==> src/hdl/rpn_stack_evaluator_top_defines.svh <==
// Assertion macros shared by the evaluator's checking code.
`ifndef RPN_STACK_EVALUATOR_TOP_DEFINES_SVH
`define RPN_STACK_EVALUATOR_TOP_DEFINES_SVH

// Same-cycle implication, checked at every rising clock edge outside reset.
`define RSE_CHECK(name, prop, msg) \
  name: assert property (@(posedge clk) disable iff (rst) prop) else $error(msg);

// The consequent must hold in the cycle after the antecedent.
`define RSE_CHECK_NEXT(name, ante, cons, msg) \
  name: assert property (@(posedge clk) disable iff (rst) ante |=> cons) else $error(msg);

`endif

==> src/hdl/rse_pkg.sv <==
// Types and constants shared by the RPN stack evaluator modules.
package rse_pkg;

  localparam int VALUE_W = 32;
  localparam int TOTAL_W = 16;

  // Raw function codes on the input port.
  localparam logic [2:0] FUNC_PUSH   = 3'd0;
  localparam logic [2:0] FUNC_ADD    = 3'd1;
  localparam logic [2:0] FUNC_MUL    = 3'd2;
  localparam logic [2:0] FUNC_SUB    = 3'd3;
  localparam logic [2:0] FUNC_FINISH = 3'd4;

  // Status codes reported with every result item.
  localparam logic [2:0] ST_OK           = 3'd0;
  localparam logic [2:0] ST_OVERFLOW     = 3'd1;
  localparam logic [2:0] ST_INSUFFICIENT = 3'd2;
  localparam logic [2:0] ST_UNSUPPORTED  = 3'd3;
  localparam logic [2:0] ST_NO_RESULT    = 3'd4;
  localparam logic [2:0] ST_TOO_MANY     = 3'd5;

  // Decoded operation carried from the front end to the stack engine.
  typedef enum logic [2:0] {
    OP_PUSH   = 3'd0,
    OP_ADD    = 3'd1,
    OP_MUL    = 3'd2,
    OP_SUB    = 3'd3,
    OP_FINISH = 3'd4,
    OP_BAD    = 3'd5
  } op_t;

  typedef struct packed {
    op_t                        op;
    logic signed [VALUE_W-1:0]  value;
  } cmd_t;

endpackage

==> src/hdl/rse_front.sv <==
// Front end: accepts input items and decodes the function code into a command.
module rse_front import rse_pkg::*; (
  input  logic                      push,
  output logic                      full,
  input  logic [2:0]                func,
  input  logic signed [VALUE_W-1:0] operand_value,
  input  logic                      q_full,
  output logic                      q_push,
  output cmd_t                      q_cmd
);

  // Back pressure comes straight from the command queue.
  assign full   = q_full;
  assign q_push = push && !q_full;

  // Decode the function code; codes above finish are unsupported.
  always_comb begin
    q_cmd.value = operand_value;
    case (func)
      FUNC_PUSH:   q_cmd.op = OP_PUSH;
      FUNC_ADD:    q_cmd.op = OP_ADD;
      FUNC_MUL:    q_cmd.op = OP_MUL;
      FUNC_SUB:    q_cmd.op = OP_SUB;
      FUNC_FINISH: q_cmd.op = OP_FINISH;
      default:     q_cmd.op = OP_BAD;
    endcase
  end

endmodule

==> src/hdl/rse_queue.sv <==
// Two-entry command queue between the front end and the stack engine.
module rse_queue import rse_pkg::*; (
  input  logic clk,
  input  logic rst,
  input  logic wr_en,
  input  cmd_t wr_cmd,
  output logic full_flag,
  input  logic rd_en,
  output cmd_t rd_cmd,
  output logic empty_flag
);

  cmd_t       slots [2];
  logic       wr_ptr;
  logic       rd_ptr;
  logic [1:0] fill;

  assign full_flag  = (fill == 2'd2);
  assign empty_flag = (fill == 2'd0);
  assign rd_cmd     = slots[rd_ptr];

  // Pointer and fill bookkeeping.
  always_ff @(posedge clk) begin
    if (rst) begin
      wr_ptr <= 1'b0;
      rd_ptr <= 1'b0;
      fill   <= 2'd0;
    end else begin
      if (wr_en) wr_ptr <= !wr_ptr;
      if (rd_en) rd_ptr <= !rd_ptr;
      case ({wr_en, rd_en})
        2'b10:   fill <= fill + 2'd1;
        2'b01:   fill <= fill - 2'd1;
        default: fill <= fill;
      endcase
    end
  end

  // Entry storage.
  always_ff @(posedge clk) begin
    if (wr_en) slots[wr_ptr] <= wr_cmd;
  end

endmodule

==> src/hdl/rse_back.sv <==
// Stack engine: executes commands on the operand stack and holds the result item.
module rse_back import rse_pkg::*; #(
  parameter int STACK_DEPTH   = 10,
  parameter int FRACTION_BITS = 16
) (
  input  logic                      clk,
  input  logic                      rst,
  input  logic                      q_empty,
  input  cmd_t                      q_cmd,
  output logic                      q_pop,
  output logic                      empty,
  input  logic                      pop,
  output logic [2:0]                status,
  output logic signed [VALUE_W-1:0] top_value,
  output logic signed [TOTAL_W-1:0] total_integer,
  output logic                      finished,
  output logic [3:0]                depth
);

  localparam int CW = $clog2(STACK_DEPTH + 1);
  localparam int AW = $clog2(STACK_DEPTH);
  localparam logic signed [VALUE_W-1:0] VMAX = {1'b0, {(VALUE_W-1){1'b1}}};
  localparam logic signed [VALUE_W-1:0] VMIN = {1'b1, {(VALUE_W-1){1'b0}}};
  localparam logic signed [TOTAL_W-1:0] TMAX = {1'b0, {(TOTAL_W-1){1'b1}}};
  localparam logic signed [TOTAL_W-1:0] TMIN = {1'b1, {(TOTAL_W-1){1'b0}}};

  typedef enum logic [2:0] {
    S_IDLE = 3'b001,
    S_READ = 3'b010,
    S_MUL  = 3'b100
  } state_t;

  state_t                       state;
  state_t                       state_next;
  cmd_t                         cur;
  logic [CW-1:0]                count;
  logic [CW-1:0]                count_next;
  logic [2:0]                   held;
  logic [2:0]                   held_next;
  logic signed [VALUE_W-1:0]    top_reg;
  logic signed [VALUE_W-1:0]    top_next;
  logic signed [VALUE_W-1:0]    store [STACK_DEPTH];
  logic signed [VALUE_W-1:0]    rd_data;
  logic signed [2*VALUE_W-1:0]  prod;
  logic                         out_valid;
  logic                         commit;
  logic                         mem_we;
  logic [2:0]                   status_c;
  logic signed [TOTAL_W-1:0]    total_c;
  logic signed [VALUE_W:0]      sum_w;
  logic signed [VALUE_W-1:0]    sum_sat;
  logic [2*VALUE_W-1:0]         pmag;
  logic [2*VALUE_W-1:0]         pshift;
  logic signed [VALUE_W-1:0]    mul_sat;
  logic signed [VALUE_W-1:0]    alu_r;
  logic [VALUE_W-1:0]           tmag;
  logic [VALUE_W-1:0]           tshift;
  logic signed [TOTAL_W-1:0]    trunc_int;

  assign empty = !out_valid;

  // Sequencing: take a command, wait for the operand read, optionally multiply.
  always_comb begin
    q_pop      = 1'b0;
    state_next = state;
    commit     = 1'b0;
    case (state)
      S_IDLE: begin
        if (!q_empty) begin
          q_pop      = 1'b1;
          state_next = S_READ;
        end
      end
      S_READ: begin
        if (cur.op == OP_MUL) begin
          state_next = S_MUL;
        end else if (!out_valid || pop) begin
          commit     = 1'b1;
          state_next = S_IDLE;
        end
      end
      S_MUL: begin
        if (!out_valid || pop) begin
          commit     = 1'b1;
          state_next = S_IDLE;
        end
      end
      default: state_next = S_IDLE;
    endcase
  end

  // Saturating add or subtract of the second entry and the top entry.
  always_comb begin
    if (cur.op == OP_SUB) begin
      sum_w = {rd_data[VALUE_W-1], rd_data} - {top_reg[VALUE_W-1], top_reg};
    end else begin
      sum_w = {rd_data[VALUE_W-1], rd_data} + {top_reg[VALUE_W-1], top_reg};
    end
    if (sum_w[VALUE_W] != sum_w[VALUE_W-1]) begin
      sum_sat = sum_w[VALUE_W] ? VMIN : VMAX;
    end else begin
      sum_sat = sum_w[VALUE_W-1:0];
    end
  end

  // Product rescale: shift the magnitude so that rounding is toward zero, then saturate.
  always_comb begin
    pmag   = prod[2*VALUE_W-1] ? (2*VALUE_W)'(-prod) : prod;
    pshift = pmag >> FRACTION_BITS;
    if (prod[2*VALUE_W-1]) begin
      if (pshift > (2*VALUE_W)'(64'h0000_0000_8000_0000)) begin
        mul_sat = VMIN;
      end else begin
        mul_sat = VALUE_W'((2*VALUE_W)'(0) - pshift);
      end
    end else begin
      if (pshift > (2*VALUE_W)'(64'h0000_0000_7FFF_FFFF)) begin
        mul_sat = VMAX;
      end else begin
        mul_sat = VALUE_W'(pshift);
      end
    end
  end

  assign alu_r = (state == S_MUL) ? mul_sat : sum_sat;

  // Integer part of the top entry, truncated toward zero and saturated.
  always_comb begin
    tmag   = top_reg[VALUE_W-1] ? (VALUE_W)'(-top_reg) : top_reg;
    tshift = tmag >> FRACTION_BITS;
    if (top_reg[VALUE_W-1]) begin
      if (tshift > VALUE_W'(32768)) begin
        trunc_int = TMIN;
      end else begin
        trunc_int = TOTAL_W'(VALUE_W'(0) - tshift);
      end
    end else begin
      if (tshift > VALUE_W'(32767)) begin
        trunc_int = TMAX;
      end else begin
        trunc_int = TOTAL_W'(tshift);
      end
    end
  end

  // Command execution: stack update, held error and status of the result item.
  always_comb begin
    status_c   = ST_OK;
    total_c    = '0;
    count_next = count;
    held_next  = held;
    top_next   = top_reg;
    mem_we     = 1'b0;
    if (cur.op == OP_FINISH) begin
      if (held != ST_OK) begin
        status_c = held;
      end else if (count == '0) begin
        status_c = ST_NO_RESULT;
      end else if (count != CW'(1)) begin
        status_c = ST_TOO_MANY;
      end else begin
        total_c = trunc_int;
      end
      count_next = '0;
      held_next  = ST_OK;
    end else if (held != ST_OK) begin
      status_c = held;
    end else begin
      case (cur.op)
        OP_PUSH: begin
          if (count >= CW'(STACK_DEPTH)) begin
            held_next = ST_OVERFLOW;
            status_c  = ST_OVERFLOW;
          end else begin
            mem_we     = (count != '0);
            top_next   = cur.value;
            count_next = count + CW'(1);
          end
        end
        OP_ADD, OP_MUL, OP_SUB: begin
          if (count < CW'(2)) begin
            held_next = ST_INSUFFICIENT;
            status_c  = ST_INSUFFICIENT;
          end else begin
            top_next   = alu_r;
            count_next = count - CW'(1);
          end
        end
        default: begin
          held_next = ST_UNSUPPORTED;
          status_c  = ST_UNSUPPORTED;
        end
      endcase
    end
  end

  // Control state.
  always_ff @(posedge clk) begin
    if (rst) begin
      state     <= S_IDLE;
      count     <= '0;
      held      <= ST_OK;
      out_valid <= 1'b0;
    end else begin
      state <= state_next;
      if (commit) begin
        count     <= count_next;
        held      <= held_next;
        out_valid <= 1'b1;
      end else if (pop) begin
        out_valid <= 1'b0;
      end
    end
  end

  // Operand store: the top entry lives in top_reg, the rest below it in memory.
  always_ff @(posedge clk) begin
    if (commit && mem_we) store[AW'(count - CW'(1))] <= top_reg;
    rd_data <= store[AW'(count - CW'(2))];
  end

  // Payload registers: current command, product, top entry and result item.
  always_ff @(posedge clk) begin
    if (q_pop) cur <= q_cmd;
    prod <= (2*VALUE_W)'(rd_data) * (2*VALUE_W)'(top_reg);
    if (commit) begin
      top_reg       <= top_next;
      status        <= status_c;
      top_value     <= (count_next != '0) ? top_next : '0;
      total_integer <= total_c;
      finished      <= (cur.op == OP_FINISH);
      depth         <= 4'(count_next);
    end
  end

endmodule

==> src/hdl/rpn_stack_evaluator_top.sv <==
// Top level of the RPN stack evaluator: front end, command queue and stack engine.
//
//  Channel   Handshake          Payload
//  input     push / full        func, operand_value
//  result    pop / empty        status, top_value, total_integer, finished, depth
//
// In the stack engine S_IDLE takes the command and starts the operand read, S_READ
// uses the registered read and loads the result item, or on a multiply S_MUL loads
// it from the registered product; the load waits while a result is held. The two-entry
// command queue takes new items while the engine works or a result waits. Reset
// (rst, synchronous) empties the queue, the stack and the held error. A result held
// on the port stalls only the engine, not the input until the queue fills.
`include "rpn_stack_evaluator_top_defines.svh"
module rpn_stack_evaluator_top import rse_pkg::*; #(
  parameter int STACK_DEPTH   = 10,
  parameter int FRACTION_BITS = 16
) (
  input  logic                      clk,
  input  logic                      rst,
  input  logic                      push,
  output logic                      full,
  input  logic [2:0]                func,
  input  logic signed [VALUE_W-1:0] operand_value,
  output logic                      empty,
  input  logic                      pop,
  output logic [2:0]                status,
  output logic signed [VALUE_W-1:0] top_value,
  output logic signed [TOTAL_W-1:0] total_integer,
  output logic                      finished,
  output logic [3:0]                depth
);

  logic q_full;
  logic q_push;
  logic q_pop;
  logic q_empty;
  cmd_t wr_cmd;
  cmd_t rd_cmd;

  // Input decode.
  rse_front u_front (
    .push          (push),
    .full          (full),
    .func          (func),
    .operand_value (operand_value),
    .q_full        (q_full),
    .q_push        (q_push),
    .q_cmd         (wr_cmd)
  );

  // Command queue.
  rse_queue u_queue (
    .clk        (clk),
    .rst        (rst),
    .wr_en      (q_push),
    .wr_cmd     (wr_cmd),
    .full_flag  (q_full),
    .rd_en      (q_pop),
    .rd_cmd     (rd_cmd),
    .empty_flag (q_empty)
  );

  // Stack engine.
  rse_back #(
    .STACK_DEPTH   (STACK_DEPTH),
    .FRACTION_BITS (FRACTION_BITS)
  ) u_back (
    .clk           (clk),
    .rst           (rst),
    .q_empty       (q_empty),
    .q_cmd         (rd_cmd),
    .q_pop         (q_pop),
    .empty         (empty),
    .pop           (pop),
    .status        (status),
    .top_value     (top_value),
    .total_integer (total_integer),
    .finished      (finished),
    .depth         (depth)
  );

  // A finish always leaves the stack empty.
  `RSE_CHECK(a_finish_clears, (!empty && finished) |-> (depth == 4'd0 && top_value == '0), "finish left entries on the stack")
  // Only a finish carries an integer answer.
  `RSE_CHECK(a_total_only_finish, (!empty && !finished) |-> (total_integer == '0), "integer answer on a non-finish item")
  // An accepted item is held in the queue afterwards.
  `RSE_CHECK_NEXT(a_item_queued, (push && !full), !q_empty, "accepted item missing from the queue")

endmodule
==> config.mk <==
export PLATFORM = sky130hd
export DESIGN_NAME = rpn_stack_evaluator_top
export DESIGN_NICKNAME = d
export VERILOG_FILES = /design/src/hdl/rse_pkg.sv /design/src/hdl/rse_front.sv /design/src/hdl/rse_queue.sv /design/src/hdl/rse_back.sv /design/src/hdl/rpn_stack_evaluator_top.sv
export VERILOG_INCLUDE_DIRS = /design/src /design/src/hdl
export SDC_FILE = /design/constraint.sdc
export NUM_CORES = 2
export LEC_CHECK = 0
export ABC_AREA = 1
export BUFFER_PORTS_ARGS = -buffer_cell sky130_fd_sc_hd__buf_2
export CAP_MARGIN = 20
export CORE_MARGIN = 1.5
export CORE_UTILIZATION = 45
export CTS_CLUSTER_DIAMETER = 120
export DETAILED_ROUTE_END_ITERATION = 7
export GPL_ROUTABILITY_DRIVEN = 0
export HOLD_SLACK_MARGIN = 0.15
export SLEW_MARGIN = 20
export SYNTH_ARGS = -nofsm -noshare
export SYNTH_HDL_FRONTEND = slang
export SYNTH_SLANG_ARGS = --single-unit
==> constraint.sdc <==
create_clock -name clk -period 18.3 [get_ports clk]
set_input_delay 1.83 -clock clk [delete_from_list [all_inputs] [get_ports clk]]
set_output_delay 1.83 -clock clk [all_outputs]
set_load 0.02 [all_outputs]
==> impl_metrics.yaml <==
min_path:
  hold_class: "reg2reg"
  hold_end: "u_back.rd_data[11]"
  hp-start: "u_back.store[9][11]"
  whs_path_depth: 4
worst_setup_path:
  path_class: "reg2reg"
  cp_data_required_time_ps: 18850
  worstRegToRegCells: 25
  path_buf_inv: 8
  crit_top_cell: "fa_1"
  crit_slowest_cell: "fa_1"
  r2r_slack_ps: 9490
  worstPathMaxFanout: 35
  critPathMaxStageDelay_ps: 910
  rr_startpoint: "u_back.top_reg[5]"
  arrival_ps: 9360
  cpLargestDelayFamily: "adder cells"
  endpoint_kind: "flop"
  cp-start-kind: "flop"
  r2r-end: "u_back.prod[59]"
synth:
  synth_seq_cells: 623
  synth_cell_type_count: 59
  synth_edf_count: 513
  syn_area_um2: 68020
  synthCells: 7949
  yosys_most_used_dff: "edfxtp_1"
  ys_seq_area_frac: 0.2588
  async_flop_share: 0
  syn-num-nets: 9304
  avgSynthCellArea_um2: 8.557
  yosys_warnings: 0
cells_and_area:
  layout.nets: 9219
  area_growth_pct: 7.032
  top_register: "u_back.store"
  final_common_cell: "nand2_1"
  n_fill_cell: 14324
  largest_reg_flops: 320
  register_area_um2: 17620
  final_cell_mix: "nand2_1 (2002), inv_1 (1826), fa_1 (1083)"
  reg_top3: "u_back.store (320), u_queue.slots (70), u_back.prod (64)"
  fin_util: 0.4855
  multi_input_area_um2: 42180
  drive_above_1_share: 0.05798
global_routing:
  grt_pass1_vias: 53511
  grt_overflow_total: 0
  antenna_found_initial: 8
  track_usage: 0.2758
  grt_max_degree: 98
  grt_pass1_wl_um: 321700
routing:
  wl_um: 208200
  vias_per_cell: 5.350
  routedWlPerCell_um: 20.95
  first_pass_iters: 6
  post-route-drc-count: 0
  antenna_left: 0
  vias: 53153
  drtIter0Drc: 5819
clock_network:
  clock-root-buffer: "clkbuf_16"
  cts.sinks: 623
  cts_buffer_depth: 3
  path_clk_slew_ps: 60
  cts_setup_buffers: 0
  cts_resized: 0
  numCtsBuffers: 61
  ctsHoldBuffers: 0
  cts_tree: "yes"
  clk-insertion-delay-late_ps: 710
  htreeDepth: 2
sta:
  period_minus_slack_ps: 8811
  fin_tns_setup_ps: 0
  relSlewSlack: 0.2686
  skew_ps: 94.83
  hold_violations: 0
  max_freq_mhz: 113.5
  fin_crit_sh: 0.4815
  worst_hold_slack_ps: 480.3
  rsz0062_at_grt: "no"
  tightest_slew_ps: 1094
  drv_slew: 0
  setup_viol: 0
run:
  cap_violations: 0
floorplan:
  dieWidth_um: 391.8
  fp.dieH_um: 391.8
  start_util: 0.4536
  rows: 142
  die_area_um2: 153500
  ios: 97
  core_um2: 150000
placed_design:
  port_buffers: 96
  dpl.hpwl_um: 150400
outcome:
  outcome: "finished, final reports clean"
[cell type report]
| cell class | count | share of cell area |
|---|---|---|
| inverters | 1838 | 0.09480 |
| clock buffers | 89 | 0.02351 |
| repair buffers | 214 | 0.01966 |
| multi-input cells | 5126 | 0.5794 |
| well taps | 2016 | 0.03465 |
| flip-flops and latches | 623 | 0.2420 |
| clock inverters | 27 | 0.005964 |
| diodes | 3 | 0.0001031 |
[worst register-to-register path: cells and delay by family, from the launching register on]
family	cells	cell delay, ps
buf+inv	8	1660
xor+xnor	1	150
simple gates	1	280
flops	1	510
compound gates	6	1320
fa+ha+maj	9	4730
[worst max-delay path by stage]
stage / startpoint / cells past startpoint / end / slack [ps]
floorplan: pop / 4 / u_back.store[2][0] / 8400
global placement: u_back.top_reg[5] / 25 / u_back.prod[53] / 9720
detailed placement: u_back.top_reg[5] / 25 / u_back.prod[53] / 9610
CTS: u_back.top_reg[5] / 25 / u_back.prod[53] / 9490
global route: u_back.top_reg[5] / 28 / u_back.prod[58] / 8960
finish: u_back.top_reg[5] / 25 / u_back.prod[59] / 9490
[cell usage after synthesis (71+ instances only)]
cell      count  share of area
inv_1      1829           0.10
nand4_1      71         0.0065
ha_1        233          0.043
o21ai_0     305          0.022
edfxtp_1    513           0.23
nand3_1     159          0.012
nor2_1      538          0.030
xor2_1       91          0.012
buf_1        76         0.0042
nand2_1    2002           0.11
clkbuf_1    233          0.013
dfxtp_1     110          0.032
fa_1       1083           0.32
a21oi_1     211          0.016
[metrics by stage]
step | area (um^2) | std cells | setup WS [ps]
floorplan | 68020 | 7949 | 8400
global placement | 70580 | 9814 | 9718
detailed placement | 70600 | 9815 | 9611
CTS | 72750 | 9931 | 9494
global route | 72800 | 9933 | 8965
finish | 72800 | 9936 | 9489
[cells by family after synthesis]
kind of cell	Yosys count	share of synthesized area
adders and majority gates	1316	0.3616
xor gates and xnor gates	140	0.01803
DFF	623	0.2588
buffers and inverters	2200	0.1229
and+or+nand+nor	2908	0.1727
AOI/OAI and AO/OA	762	0.06594
[routing by layer]
metal / GRT usage / wire, um
met1: 0.3928 / 88050
met2: 0.4257 / 92810
met3: 0.05149 / 19970
met4: 0.08724 / 7362
met5: 0.0003190 / 0
Power is not shown: default switching activity piles up to over one toggle a cycle in this logic, so the estimate is an artifact.
